<file path="src/sv/hduart_pkg.sv">
`timescale 1ns / 1ps
`default_nettype none

package hduart_pkg;

    localparam int MODE_W = 3;

    localparam logic [MODE_W-1:0] MODE_IDLE    = 3'd0;
    localparam logic [MODE_W-1:0] MODE_TX      = 3'd1;
    localparam logic [MODE_W-1:0] MODE_TX_END  = 3'd2;
    localparam logic [MODE_W-1:0] MODE_RX      = 3'd3;
    localparam logic [MODE_W-1:0] MODE_RX_DONE = 3'd4;
    localparam logic [MODE_W-1:0] MODE_RX_ERR  = 3'd5;

    localparam logic [1:0] REQ_TICK = 2'd0;
    localparam logic [1:0] REQ_SEND = 2'd1;
    localparam logic [1:0] REQ_EDGE = 2'd2;

    localparam logic [1:0] PAR_ODD  = 2'd1;
    localparam logic [1:0] PAR_EVEN = 2'd2;

    typedef struct packed {
        logic [1:0] req_type;
        logic [7:0] tx_byte;
        logic       rx_level;
    } item_t;

    typedef struct packed {
        logic              rx_error;
        logic              rx_done;
        logic [7:0]        rx_byte;
        logic [MODE_W-1:0] link_state;
        logic              tx_line;
    } res_t;

endpackage

`default_nettype wire

</file>
<file path="src/sv/hduart_core.sv">
`timescale 1ns / 1ps
`default_nettype none

module hduart_core #(
    parameter int DATA_BITS = 8
) (
    input  wire               clk,
    input  wire               rst_n,
    input  wire               step,
    input  hduart_pkg::item_t item,
    input  wire [1:0]         parity_mode,
    output hduart_pkg::res_t  res
);
    import hduart_pkg::*;

    localparam int IDX_W = $clog2(DATA_BITS);
    localparam int CNT_W = $clog2(DATA_BITS + 1);

    logic [MODE_W-1:0]    mode_reg, mode_next;
    logic [DATA_BITS-1:0] shift_reg, shift_next;
    logic [CNT_W-1:0]     bit_count_reg, bit_count_next;
    logic                 half_phase_reg, half_phase_next;
    logic                 start_done_reg, start_done_next;
    logic                 rx_start_wait_reg, rx_start_wait_next;
    logic                 parity_flag_reg, parity_flag_next;
    logic                 par_busy_reg, par_busy_next;
    logic                 par_sent_reg, par_sent_next;
    logic                 stop_busy_reg, stop_busy_next;
    logic                 line_reg, line_next;

    logic             par_on;
    logic             hp;
    logic [CNT_W-1:0] cnt_eff;
    logic             do_stop;
    logic             ev;
    logic             par_ok;
    logic             rx_view;

    assign par_on = (parity_mode == PAR_ODD) || (parity_mode == PAR_EVEN);
    assign hp = ~half_phase_reg;
    // first data tick after a send restarts the bit counter
    assign cnt_eff = start_done_reg ? bit_count_reg : '0;
    assign ev = ~^shift_reg;
    assign par_ok = (parity_mode == PAR_EVEN) ? (ev != item.rx_level)
                                              : (ev == item.rx_level);

    always_comb
    begin
        mode_next          = mode_reg;
        shift_next         = shift_reg;
        bit_count_next     = bit_count_reg;
        half_phase_next    = half_phase_reg;
        start_done_next    = start_done_reg;
        rx_start_wait_next = rx_start_wait_reg;
        parity_flag_next   = parity_flag_reg;
        par_busy_next      = par_busy_reg;
        par_sent_next      = par_sent_reg;
        stop_busy_next     = stop_busy_reg;
        line_next          = line_reg;
        do_stop            = 1'b0;

        unique case (item.req_type)
            REQ_TICK:
            begin
                half_phase_next = hp;
                unique case (mode_reg)
                    MODE_TX:
                    begin
                        if (!hp)
                        begin
                            start_done_next = 1'b1;
                            if (cnt_eff < CNT_W'(DATA_BITS))
                            begin
                                line_next      = shift_reg[cnt_eff[IDX_W-1:0]];
                                bit_count_next = cnt_eff + CNT_W'(1);
                            end
                            else
                            begin
                                bit_count_next = cnt_eff;
                                if (!par_on)
                                begin
                                    do_stop = 1'b1;
                                end
                                else if (!par_sent_reg)
                                begin
                                    if (!par_busy_reg)
                                    begin
                                        par_busy_next = 1'b1;
                                        line_next = (parity_mode == PAR_EVEN)
                                                    ? ~parity_flag_reg : parity_flag_reg;
                                    end
                                    else
                                    begin
                                        par_busy_next = 1'b0;
                                        par_sent_next = 1'b1;
                                        do_stop       = 1'b1;
                                    end
                                end
                                else
                                begin
                                    do_stop = 1'b1;
                                end
                                if (do_stop)
                                begin
                                    if (!stop_busy_reg)
                                    begin
                                        stop_busy_next = 1'b1;
                                        line_next      = 1'b1;
                                    end
                                    else
                                    begin
                                        stop_busy_next = 1'b0;
                                        mode_next      = MODE_TX_END;
                                    end
                                end
                            end
                        end
                    end
                    MODE_RX:
                    begin
                        // skip the second half of the start bit
                        if (!(rx_start_wait_reg && hp))
                        begin
                            rx_start_wait_next = 1'b0;
                            if (hp)
                            begin
                                if (bit_count_reg < CNT_W'(DATA_BITS))
                                begin
                                    shift_next[bit_count_reg[IDX_W-1:0]] = item.rx_level;
                                    bit_count_next = bit_count_reg + CNT_W'(1);
                                end
                                else if (par_on && !parity_flag_reg)
                                begin
                                    parity_flag_next = 1'b1;
                                    if (!par_ok)
                                    begin
                                        mode_next = MODE_RX_ERR;
                                    end
                                end
                                else
                                begin
                                    mode_next = item.rx_level ? MODE_RX_DONE : MODE_RX_ERR;
                                end
                            end
                        end
                    end
                    default:
                    begin
                        mode_next = MODE_IDLE;
                    end
                endcase
            end
            REQ_SEND:
            begin
                if (mode_reg == MODE_IDLE)
                begin
                    shift_next      = DATA_BITS'(item.tx_byte);
                    start_done_next = 1'b0;
                    par_busy_next   = 1'b0;
                    par_sent_next   = 1'b0;
                    stop_busy_next  = 1'b0;
                    if (par_on)
                    begin
                        parity_flag_next = ~^DATA_BITS'(item.tx_byte);
                    end
                    half_phase_next = 1'b0;
                    line_next       = 1'b0;
                    mode_next       = MODE_TX;
                end
            end
            REQ_EDGE:
            begin
                if (mode_reg != MODE_RX && mode_reg != MODE_RX_DONE
                    && mode_reg != MODE_RX_ERR)
                begin
                    rx_start_wait_next = 1'b1;
                    half_phase_next    = 1'b0;
                    bit_count_next     = '0;
                    shift_next         = '0;
                    parity_flag_next   = 1'b0;
                    stop_busy_next     = 1'b0;
                    par_busy_next      = 1'b0;
                    par_sent_next      = 1'b0;
                    line_next          = 1'b1;
                    mode_next          = MODE_RX;
                end
            end
            default:
            begin
            end
        endcase
    end

    assign rx_view = (mode_next == MODE_RX) || (mode_next == MODE_RX_DONE)
                     || (mode_next == MODE_RX_ERR);

    always_comb
    begin
        res.tx_line    = line_next;
        res.link_state = mode_next;
        res.rx_byte    = rx_view ? 8'(shift_next) : 8'd0;
        res.rx_done    = (mode_next == MODE_RX_DONE);
        res.rx_error   = (mode_next == MODE_RX_ERR);
    end

    always_ff @(posedge clk or negedge rst_n)
    begin
        if (!rst_n)
        begin
            mode_reg          <= MODE_IDLE;
            shift_reg         <= '0;
            bit_count_reg     <= '0;
            half_phase_reg    <= 1'b0;
            start_done_reg    <= 1'b0;
            rx_start_wait_reg <= 1'b0;
            parity_flag_reg   <= 1'b0;
            par_busy_reg      <= 1'b0;
            par_sent_reg      <= 1'b0;
            stop_busy_reg     <= 1'b0;
            line_reg          <= 1'b1;
        end
        else if (step)
        begin
            mode_reg          <= mode_next;
            shift_reg         <= shift_next;
            bit_count_reg     <= bit_count_next;
            half_phase_reg    <= half_phase_next;
            start_done_reg    <= start_done_next;
            rx_start_wait_reg <= rx_start_wait_next;
            parity_flag_reg   <= parity_flag_next;
            par_busy_reg      <= par_busy_next;
            par_sent_reg      <= par_sent_next;
            stop_busy_reg     <= stop_busy_next;
            line_reg          <= line_next;
        end
    end

endmodule

`default_nettype wire

</file>
<file path="src/sv/half_duplex_uart_with_parity_top.sv">
// Half-duplex UART with optional parity, event driven.
// Input stream (s_axis): one beat per event. tuser = req_type (0 tick at twice
// the bit rate, 1 send byte, 2 receive line falling edge). tdata[7:0] = byte to
// send, tdata[8] = receive line level sampled with the tick.
// Output stream (m_axis): exactly one beat per input beat, showing the state
// after that event: tx_line, link_state, rx_byte, rx_done, rx_error.
// Config channel (cfg_*): parity mode, 0 none, 1 odd, 2 even (3 acts as none);
// write only while the stream is quiet. cfg_ready is always high.
// Pipeline: an accepted beat waits in the input register; the core processes it
// when the output register is empty or being taken, and the result is presented
// on m_axis from the output register.
// Throughput: one beat per cycle while m_axis_tready stays high; the single
// state update between input and output register is the only per-event work.
// Reset: asynchronous, active low; link idle, tx_line high, parity none,
// both stream registers empty.
// Stall: while m_axis_tready is low the output register holds its beat; one
// more beat can still be taken into the input register, then s_axis_tready
// drops until the output side drains.
`timescale 1ns / 1ps
`default_nettype none

module half_duplex_uart_with_parity_top #(
    parameter int DATA_BITS = 8
) (
    input  wire        clk,
    input  wire        rst_n,
    input  wire        s_axis_tvalid,
    output logic       s_axis_tready,
    input  wire [15:0] s_axis_tdata,   // tx_byte[7:0], rx_level[8], zero pad
    input  wire [1:0]  s_axis_tuser,   // req_type[1:0]
    output logic       m_axis_tvalid,
    input  wire        m_axis_tready,
    output logic [15:0] m_axis_tdata,  // tx_line[0], link_state[3:1],
                                       // rx_byte[11:4], rx_done[12],
                                       // rx_error[13], zero pad
    input  wire        cfg_valid,
    output logic       cfg_ready,
    input  wire [1:0]  cfg_data
);
    import hduart_pkg::*;

    logic       in_vld_reg;
    item_t      in_item_reg;
    logic       out_vld_reg;
    res_t       out_res_reg;
    logic [1:0] parity_mode_reg;
    logic       adv;
    res_t       core_res;

    assign adv           = in_vld_reg && (!out_vld_reg || m_axis_tready);
    assign s_axis_tready = !in_vld_reg || adv;
    assign cfg_ready     = 1'b1;

    hduart_core #(
        .DATA_BITS (DATA_BITS)
    ) u_core (
        .clk         (clk),
        .rst_n       (rst_n),
        .step        (adv),
        .item        (in_item_reg),
        .parity_mode (parity_mode_reg),
        .res         (core_res)
    );

    always_ff @(posedge clk or negedge rst_n)
    begin
        if (!rst_n)
        begin
            in_vld_reg      <= 1'b0;
            out_vld_reg     <= 1'b0;
            parity_mode_reg <= 2'd0;
        end
        else
        begin
            if (s_axis_tvalid && s_axis_tready)
            begin
                in_vld_reg <= 1'b1;
            end
            else if (adv)
            begin
                in_vld_reg <= 1'b0;
            end
            if (adv)
            begin
                out_vld_reg <= 1'b1;
            end
            else if (m_axis_tready)
            begin
                out_vld_reg <= 1'b0;
            end
            if (cfg_valid && cfg_ready)
            begin
                parity_mode_reg <= cfg_data;
            end
        end
    end

    always_ff @(posedge clk)
    begin
        if (s_axis_tvalid && s_axis_tready)
        begin
            in_item_reg.req_type <= s_axis_tuser;
            in_item_reg.tx_byte  <= s_axis_tdata[7:0];
            in_item_reg.rx_level <= s_axis_tdata[8];
        end
        if (adv)
        begin
            out_res_reg <= core_res;
        end
    end

    assign m_axis_tvalid = out_vld_reg;
    assign m_axis_tdata  = {2'b00, out_res_reg};

endmodule

`default_nettype wire

</file>
<file path="config.mk">
export PLATFORM = sky130hd
export DESIGN_NAME = half_duplex_uart_with_parity_top
export DESIGN_NICKNAME = d
export VERILOG_FILES = /design/src/sv/hduart_pkg.sv /design/src/sv/hduart_core.sv /design/src/sv/half_duplex_uart_with_parity_top.sv
export SDC_FILE = /design/constraint.sdc
export NUM_CORES = 1
export LEC_CHECK = 0
export ABC_AREA = 1
export BUFFER_PORTS_ARGS = -buffer_cell sky130_fd_sc_hd__buf_2
export CORE_MARGIN = 2
export CORE_UTILIZATION = 56
export DETAILED_ROUTE_END_ITERATION = 8
export PLACE_DENSITY = 0.78
export SLEW_MARGIN = 10
export SYNTH_ARGS = -nofsm -noshare
export SYNTH_HDL_FRONTEND = slang
export SYNTH_HIERARCHICAL = 1
export SYNTH_SLANG_ARGS = --single-unit
export TNS_END_PERCENT = 10
</file>
<file path="constraint.sdc">
create_clock -name clk -period 3.1 [get_ports clk]
set_clock_uncertainty 0.1 [all_clocks]
set_input_delay 0.31 -clock clk [delete_from_list [all_inputs] [get_ports clk]]
set_output_delay 0.31 -clock clk [all_outputs]
set_load 0.02 [all_outputs]
</file>
==> flow_summary.yaml, run 1 <==
clocking:
  root_buffer: "clkbuf_8"
  cts_buffers: 5
  post_cts_resized: 0
  clk_pin_slew_ps: 100
  cts_tree: "done"
  clock_path_buffers: 2
  cts.sinks: 52
  cts_htree_levels: 2
  post_cts_buffers: 0
  clock_latency_ps: 310
yosys:
  yosys_most_used_dff: "dfrtp_1"
  synthDistinctLibCells: 45
  async_reset_ff_share_pct: 51.9
  ys_top_cells_by_area: "edfxtp_1 22%, dfrtp_1 19%, nand2_1 12%"
  synth_top_cell_area_share_pct: 22.2
  avgSynthCellArea_um2: 8.20
  synth_area_um2: 3390
  ys_seq_elements: 52
  syn_inst: 413
  yosys_warnings: 6
  synth_top_area_cell: "edfxtp_1"
  synth_edf_count: 25
  ys_seq_area_share_pct: 42.2
finish:
  fin_nets: 476
  final_core_util_pct: 63.3
  antenna_cells: 0
  fin_area_um2: 3720
  mostFrequentLayoutCell: "nand2_1"
  mostFrequentLayoutCells: "112 x nand2_1, 39 x inv_1, 33 x buf_2"
  area_growth_pct: 10.0
  layout-drive-gt1-share_pct: 21.8
  largest_reg_flops: 14
detailed_routing:
  first_pass_iters: 5
  wirelength_mm: 7.37
  wl_per_cell_um: 14.2
  ant_nets: 0
  vias: 2874
  drc_errors: 0
  drtIter0Drc: 280
  post_drt_via_cell_ratio: 5.53
timing:
  finalCritPeriodShare_pct: 77.7
  rsz0062_at_grt: "no"
  setup_violations: 0
  worst_pin_slew_ps: 657
  fin_tns_setup_ps: 0
  timing.fmax_ghz: 0.415
  slew_headroom_pct: 56.2
  maxSlewViolCount: 0
  hold_violations: 0
  min_period_ps: 2410
power:
  p_per_area_nw_per_um2: 589
  p_total_mw: 2.19
  ir_drop_mv: 0.447
  leakage_nw: 1.69
critical_path:
  path_class: "reg -> reg"
  cp_max_fo: 15
  cp-start-kind: "register"
  cp.arrival_ps: 2480
  end_kind: "register"
  critPathRequiredTime_ps: 3170
global_route:
  grt_pass1_wl_mm: 12.0
  grt_max_degree: 30
  antenna_found_initial: 0
  grtUsageTotal_pct: 23.6
  grt_pass1_vias: 2642
  grt.overflow.total: 0
job:
  cap_violations: 0
place:
  gp_congestion: 0.920
  place_area_um2: 3600
  hpwlAfterDp_mm: 5.53
  io_buffers: 33
die:
  core-area_um2: 5890
  die_w_um: 81.8
  io-pin-count: 44
  rows: 28
  fp.dieArea_um2: 6680
  die_y_um: 81.8
  initial_core_util_pct: 57.5
min_path:
  worstHoldPathType: "in -> reg"
run_status:
  status: "completed"
## cells in the mapped netlist (all sizes together) (2+ instances only)
master	number
edfxtp	25
xor2	4
a221oi	6
a21oi	30
clkinv	2
a22oi	4
nor4	3
nand2	121
dfrtp	26
conb	2
o211ai	10
o31ai	2
nor3	7
inv	54
clkbuf	7
xnor2	6
buf	6
ha	7
nand3	17
nor2	28
o21ai	40
## timing repair
item                                    in CTS  in global routing
endpoints found under the setup margin       0                  0
hold buffers                                 1                  0
endpoints found under the hold margin       26                  0
## worst paths after layout
path / cells after the start / from / end / slack [ps]
max: 8 / in_item_reg[9]$_DFFE_PP_ / m_axis_tdata[7]$_DFFE_PP_ / 690
min: 1 / s_axis_tuser[1] / in_item_reg[10]$_DFFE_PP_ / 80
max reg2reg: 8 / in_item_reg[9]$_DFFE_PP_ / m_axis_tdata[7]$_DFFE_PP_ / 690
min reg2reg: 2 / u_core/line_reg$_DFFE_PN1P_ / u_core/line_reg$_DFFE_PN1P_ / 400
max in group asynchronous: 2 / rst_n / m_axis_tvalid$_DFFE_PN0P_ / 2010
min in group asynchronous: 2 / rst_n / u_core/par_busy_reg$_DFFE_PN0P_ / 460
## where the power goes
part           switching (mW)  total, mW  internal (mW)
combinational           0.478      0.722          0.245
clock                   0.226      0.471          0.245
sequential              0.152      0.999          0.847
## area by class of cell
type | count | area, um^2
clock buffers | 5 | 68.8
multi-input cells | 293 | 1690
well taps | 75 | 93.8
fillers | 504 | 2160
inverters | 56 | 213
flip-flops and latches | 52 | 1430
clock inverters | 3 | 46.3
repair buffers | 36 | 190
## layer usage
layer  routed length, um  up-vias  global-route usage [%]
met5                   0        -                       0
met2                3680       86                    40.4
met3                 380       10                    3.85
li1                    -     1434                       -
met1                3210     1344                    31.0
met4                  97        0                    6.50
## kinds of logic after synthesis
family | after synthesis | synth area share [%]
xor gates and xnor gates | 10 | 2.59
adders and majority gates | 7 | 2.59
DFF | 52 | 42.2
AOI/OAI and AO/OA | 96 | 18.5
and+or+nand+nor | 177 | 25.6
other | 2 | 0.222
buffers and inverters | 69 | 8.28
## critical path: stages, from the launching register on
cell,delay (ps)
edfxtp_1,430
inv_1,120
ha_1,370
inv_1,340
nor3_4,330
nand3_2,130
nand2_4,100
nand3_4,170
a21oi_2,190
## per-stage QoR
step | cells | setup slack [ps] | hold slack, ps
2_1_floorplan | 414 | 614 | -85.6
3_3_place_gp | 511 | 813 | 273
3_5_place_dp | 511 | 738 | 277
4_1_cts | 520 | 713 | 65.7
5_1_grt | 520 | 584 | 51.7
6_report | 520 | 690 | 75.2
No activity file was read; power rests on OpenSTA's default activity.
==> run 2, diff against run 1 <==
--- a/config.mk
+++ b/config.mk
@@ -5,7 +5,7 @@
 export SDC_FILE = /design/constraint.sdc
 export NUM_CORES = 1
 export LEC_CHECK = 0
-export ABC_AREA = 1
+export ABC_AREA = 0
 export BUFFER_PORTS_ARGS = -buffer_cell sky130_fd_sc_hd__buf_2
 export CORE_MARGIN = 2
 export CORE_UTILIZATION = 56
==> constraint.sdc (replaced) <==
create_clock -name clk -period 2.4 [get_ports clk]
set_clock_uncertainty 0.1 [all_clocks]
set_input_delay 0.24 -clock clk [delete_from_list [all_inputs] [get_ports clk]]
set_output_delay 0.24 -clock clk [all_outputs]
set_load 0.02 [all_outputs]
==> flow_summary.yaml, run 2 <==
detailed_routing:
  drc_errors: 0
  wirelength_mm: 8.18
  wl_per_cell_um: 16.7
  first_pass_iters: 5
  post_drt_via_cell_ratio: 5.97
  ant_nets: 0
  vias: 2931
  drtIter0Drc: 357
timing:
  min_period_ps: 2370
  setup_violations: 0
  slew_headroom_pct: 54.9
  setup_slack_ps: 26.7
  rsz0062_at_grt: "yes"
  hold_violations: 0
  maxSlewViolCount: 0
  finalCritPeriodShare_pct: 98.9
  worst_pin_slew_ps: 677
  fin_tns_setup_ps: 0
  timing.fmax_ghz: 0.421
finish:
  multiInputGateArea_um2: 1750
  mostFrequentLayoutCell: "buf_4"
  fin_area_um2: 4040
  largest_reg_flops: 14
  regArea_um2: 1430
  area_growth_pct: 22.8
  mostFrequentLayoutCells: "47 x buf_4, 34 x nor2_1, 33 x buf_2"
  layout-drive-gt1-share_pct: 30.8
  fin_nets: 450
  fillCellCount: 447
  antenna_cells: 0
yosys:
  ys_seq_elements: 52
  async_reset_ff_share_pct: 51.9
  synth_area_um2: 3290
  synthDistinctLibCells: 66
  avgSynthCellArea_um2: 9.63
  syn_inst: 342
  yosys_warnings: 6
  netlist_top_cells_count: "34 x nor2_1, 28 x nand2_1, 26 x dfrtp_1, 25 x edfxtp_1, 20 x o21ai_0"
  synth_top_area_cell: "edfxtp_1"
  yosysMostFrequentCell: "nor2_1"
  yosys_most_used_dff: "dfrtp_1"
  synth_edf_count: 25
  synth_top_cell_area_share_pct: 22.8
  ys_seq_area_share_pct: 43.4
  ys_top_cells_by_area: "edfxtp_1 23%, dfrtp_1 20%, nor2_1 3.9%"
clocking:
  cts.sinks: 52
  root_buffer: "clkbuf_8"
  cts_tree: "done"
  clock_latency_ps: 310
  cts_htree_levels: 2
  clock_path_buffers: 2
  clk_pin_slew_ps: 100
  cts_buffers: 5
critical_path:
  cp_max_fo: 8
  path_cells: "or3b_4, or4_4, or3_1, and3_4, nand3_4, a21oi_2"
  end_kind: "register"
  path_class: "reg -> reg"
  cp-start-kind: "register"
  critPathMaxStageDelay_ps: 500
  cp_slowest_cell: "or4_4"
  critPathRequiredTime_ps: 2370
  cp.arrival_ps: 2340
place:
  hpwlAfterDp_mm: 5.86
  io_buffers: 33
  place_area_um2: 3790
  pre_cts_slack_ps: -128
  gp_congestion: 0.934
die:
  core-area_um2: 5610
  rows: 27
  io-pin-count: 44
  fp.dieArea_um2: 6510
  initial_core_util_pct: 58.7
  die_w_um: 80.7
  die_y_um: 80.7
power:
  p_switching_mw: 1.29
  power.share.switching_pct: 38.7
  ir_drop_mv: 0.412
  intPower_mw: 2.04
  leakage_nw: 1.67
  power_frac_seq_pct: 38.7
  p_comb_share_pct: 45.9
  p_clk_share_pct: 15.4
  p_per_area_nw_per_um2: 822
global_route:
  grtUsageTotal_pct: 26.2
  grt_pass1_vias: 2690
  grt_pass1_wl_mm: 12.8
  grt_max_degree: 28
  grt.overflow.total: 0
  antenna_found_initial: 0
run_status:
  status: "completed"
min_path:
  worstHoldPathType: "in -> reg"
job:
  cap_violations: 0
[run 2: power groups by stage]
stage / sequential (mW) / clock [mW] / combinational (mW)
floorplan: 1.29 / 0 / 0.937
global placement: 1.29 / 0 / 1.41
detailed placement: 1.30 / 0 / 1.44
CTS: 1.28 / 0.512 / 1.47
global route: 1.31 / 0.548 / 1.68
finish: 1.28 / 0.512 / 1.53
[run 2: area by class of cell]
| class | count | area share (%) |
|---|---|---|
| clock inverters | 2 | 0.402 |
| flip-flops and latches | 52 | 35.3 |
| well taps | 72 | 2.23 |
| repair buffers | 91 | 15.6 |
| inverters | 13 | 1.33 |
| multi-input cells | 255 | 43.4 |
| clock buffers | 6 | 1.80 |
[run 2: logic make-up after synthesis]
family / synth area share [%]
XOR/XNOR: 4.68
multiplexers: 4.68
flip-flops: 43.4
adder cells (fa/ha/maj): 2.66
other: 0.228
buffers and inverters: 4.75
AND/OR/NAND/NOR: 20.1
AO/OA/AOI/OAI: 19.5
[run 2: stage by stage]
| step | utilization [%] | power (mW) | std cells | hold slack (ps) |
|---|---|---|---|---|
| 6_report | 72.1 | 3.32 | 491 | 5.14 |
| 4_1_cts | 70.8 | 3.26 | 486 | 0.828 |
| 3_5_place_dp | 67.6 | 2.74 | 471 | 203 |
| 2_1_floorplan | - | 2.23 | 343 | -156 |
| 5_1_grt | 72.1 | 3.53 | 491 | -1.47 |
| 3_3_place_gp | 67.6 | 2.69 | 471 | 194 |
[run 2: final timing paths]
| kind | start | to | slack, ps | cells after the start |
|---|---|---|---|---|
| worst max-delay path | u_core/half_phase_reg$_DFFE_PN0P_ | m_axis_tdata[4]$_DFFE_PP_ | 30 | 6 |
| worst min-delay path | s_axis_tdata[6] | in_item_reg[7]$_DFFE_PP_ | 5 | 1 |
| worst max register to register | u_core/half_phase_reg$_DFFE_PN0P_ | m_axis_tdata[4]$_DFFE_PP_ | 30 | 6 |
| worst min register to register | parity_mode_reg[1]$_DFFE_PN0P_ | parity_mode_reg[1]$_DFFE_PN0P_ | 430 | 1 |
| max in group asynchronous | rst_n | u_core/half_phase_reg$_DFFE_PN0P_ | 1370 | 2 |
| min in group asynchronous | rst_n | u_core/shift_reg[3]$_DFFE_PN0P_ | 400 | 2 |
[run 2: layer usage]
| layer | vias up | share of wire (%) | wire length, um | global-route usage (%) |
|---|---|---|---|---|
| li1 | 1402 | - | - | - |
| met1 | 1377 | 43 | 3510 | 35.9 |
| met2 | 131 | 48 | 3970 | 42.8 |
| met3 | 21 | 5.7 | 467 | 3.37 |
| met4 | 0 | 2.9 | 236 | 9.32 |
| met5 | - | 0 | 0 | 0 |
[run 2: timing repair]
action / in CTS / in global routing
buffers inserted: 1 / 1
endpoints found under the setup margin: 9 / 10
resized for setup: 4 / 6
pin swaps: 2 / 7
hold endpoints to repair: 31 / 4
hold buffers: 6 / 4
[run 2: worst max-delay path: cells and delay by family, from the launching register on]
kind            cells  cell delay, ps
compound gates      1              80
flops               1             410
simple gates        5            1540
==> run 3, diff against run 2 <==
--- a/config.mk
+++ b/config.mk
@@ -10,10 +10,9 @@
 export CORE_MARGIN = 2
 export CORE_UTILIZATION = 56
 export DETAILED_ROUTE_END_ITERATION = 8
-export PLACE_DENSITY = 0.78
+export PLACE_DENSITY = 0.77
 export SLEW_MARGIN = 10
 export SYNTH_ARGS = -nofsm -noshare
 export SYNTH_HDL_FRONTEND = slang
-export SYNTH_HIERARCHICAL = 1
 export SYNTH_SLANG_ARGS = --single-unit
 export TNS_END_PERCENT = 10
==> flow_summary.yaml, run 3 <==
timing:
  maxSlewViolCount: 0
  worst_pin_slew_ps: 655
  fin_hold_ws_ps: 13.7
  min_period_ps: 2310
  setup_violations: 0
  hold_violations: 0
  finalCritPeriodShare_pct: 96.4
  slew_headroom_pct: 56.3
  rsz0062_at_grt: "yes"
  timing.fmax_ghz: 0.432
critical_path:
  end_kind: "register"
  critPathRequiredTime_ps: 2440
  cp_slowest_cell: "edfxtp_1"
  path_buf_inv: 2
  path_cells: "inv_1, ha_1, buf_4, nand2_1, mux2_2, a21oi_1, o211ai_1, o22ai_1"
  critPathMaxStageDelay_ps: 440
  cp-start-kind: "register"
  path_class: "reg -> reg"
  cp_max_fo: 9
  crit_family: "compound AO/OA/AOI/OAI gates"
  cp.arrival_ps: 2350
run_status:
  status: "completed"
finish:
  area_growth_pct: 21.0
  multiInputGateArea_um2: 1980
  mostFrequentLayoutCell: "nand2_1"
  layout-drive-gt1-share_pct: 24.5
  largest_reg_flops: 14
  antenna_cells: 0
  fin_nets: 476
  final_core_util_pct: 70.7
  fin_area_um2: 4210
  fin_cells: 520
  mostFrequentLayoutCells: "41 x nand2_1, 40 x buf_4, 33 x buf_2"
  regArea_um2: 1430
  fillCellCount: 468
clocking:
  cts_buffers: 5
  clk_pin_slew_ps: 80
  cts_htree_levels: 2
  cts.sinks: 52
  clock_latency_ps: 300
  clock_path_buffers: 2
  root_buffer: "clkbuf_8"
  cts_tree: "done"
die:
  fp.dieArea_um2: 6860
  die_y_um: 82.8
  initial_core_util_pct: 58.4
  io-pin-count: 44
  core-area_um2: 5960
  rows: 28
  die_w_um: 82.8
detailed_routing:
  vias: 3216
  post_drt_via_cell_ratio: 6.18
  wl_per_cell_um: 17.3
  first_pass_iters: 5
  drtIter0Drc: 421
  ant_nets: 0
  drc_errors: 0
  wirelength_mm: 9.02
yosys:
  synth_top_cell_area_share_pct: 21.6
  yosys_most_used_dff: "dfrtp_1"
  yosys_warnings: 0
  avgSynthCellArea_um2: 9.25
  yosysMostFrequentCell: "nand2_1"
  ys_seq_elements: 52
  synthDistinctLibCells: 69
  netlist_top_cells_count: "41 x nand2_1, 27 x o21ai_0, 26 x dfrtp_1, 25 x edfxtp_1, 22 x nor2_1"
  syn_inst: 376
  ys_top_cells_by_area: "edfxtp_1 22%, dfrtp_1 19%, nand2_1 4.4%"
  ys_seq_area_share_pct: 41.0
  synth_edf_count: 25
  async_reset_ff_share_pct: 51.9
  synth_area_um2: 3480
  synth_top_area_cell: "edfxtp_1"
global_route:
  grt_max_degree: 28
  grt_pass1_vias: 2928
  grt_pass1_wl_mm: 14.2
  grt.overflow.total: 0
  antenna_found_initial: 0
  grtUsageTotal_pct: 25.7
power:
  ir_drop_mv: 0.517
  p_total_mw: 3.41
  leakage_nw: 1.75
  p_per_area_nw_per_um2: 810
place:
  io_buffers: 33
  dp.cells: 503
  place_area_um2: 3930
  gp_congestion: 0.988
  hpwlAfterDp_mm: 6.71
job:
  cap_violations: 0
min_path:
  worstHoldPathType: "in -> reg"
[run 3: cell families (layout without fill, tap and decap cells)]
group                    after synthesis  count (layout)  share of synthesized area, %
other                                  2               3                         0.216
flip-flops                            52              52                          41.0
AO/OA/AOI/OAI                        114             114                          22.7
adder cells (fa/ha/maj)                7               7                          2.52
AND/OR/NAND/NOR                      141             141                          21.3
buffers and inverters                 34             102                          4.35
XOR/XNOR                              19              19                          5.43
multiplexers                           7               7                          2.45
[run 3: final timing paths]
path	depth (start not counted)	end	startpoint	slack [ps]
hold / removal	1	in_item_reg[2]$_DFFE_PP_	s_axis_tdata[1]	10
hold reg to reg	2	m_axis_tvalid$_DFFE_PN0P_	in_vld_reg$_DFFE_PN0P_	430
setup reg to reg	8	m_axis_tdata[8]$_SDFFCE_PN0P_	in_item_reg[9]$_DFFE_PP_	90
max in group asynchronous	2	u_core.bit_count_reg[0]$_DFFE_PN0P_	rst_n	1340
min in group asynchronous	2	u_core.par_busy_reg$_DFFE_PN0P_	rst_n	400
setup / recovery	8	m_axis_tdata[8]$_SDFFCE_PN0P_	in_item_reg[9]$_DFFE_PP_	90
[run 3: stage by stage]
| step | setup slack, ps | TNS, ps |
|---|---|---|
| after detailed placement | 49.8 | 0 |
| final | 86.5 | 0 |
| after CTS | 11.9 | 0 |
| after floorplan | 215 | 0 |
| after global routing | -45.1 | -229 |
| after global placement | 85.8 | 0 |
[run 3: per-layer routing]
| metal | routed length, um | global-route usage [%] | vias up |
|---|---|---|---|
| li1 | - | - | 1509 |
| met1 | 3620 | 33.8 | 1500 |
| met2 | 4320 | 42.9 | 173 |
| met3 | 753 | 4.57 | 34 |
| met4 | 323 | 8.94 | 0 |
| met5 | 0 | 0 | - |
[run 3: worst reg2reg max path: cells and delay by family (launching register included)]
family | cells | cell delay (ps)
muxes | 1 | 300
DFF | 1 | 440
AOI/OAI and AO/OA | 3 | 640
and+or+nand+nor | 1 | 140
adders and majority gates | 1 | 240
buffers and inverters | 2 | 310
[run 3: cell type report]
type / instances / share of cell area (%)
Inverter: 13 / 1.16
Timing Repair Buffer: 81 / 13.0
Multi-Input combinational cell: 291 / 47.1
Sequential cell: 52 / 33.9
Clock inverter: 2 / 0.832
Tap cell: 75 / 2.23
Clock buffer: 6 / 1.72
[run 3: power by group]
part | switching, mW | leakage, nW | internal, mW
Clock | 0.274 | 0.0552 | 0.310
Sequential | 0.274 | 0.583 | 1.10
Combinational | 0.772 | 1.12 | 0.675
Total | 1.32 | 1.75 | 2.09
[run 3: repair_timing]
item | CTS | global route
hold buffers | 1 | 7
endpoints found under the hold margin | 26 | 7
resized for setup | 0 | 19
endpoints found under the setup margin | 0 | 10
buffers inserted | 0 | 1
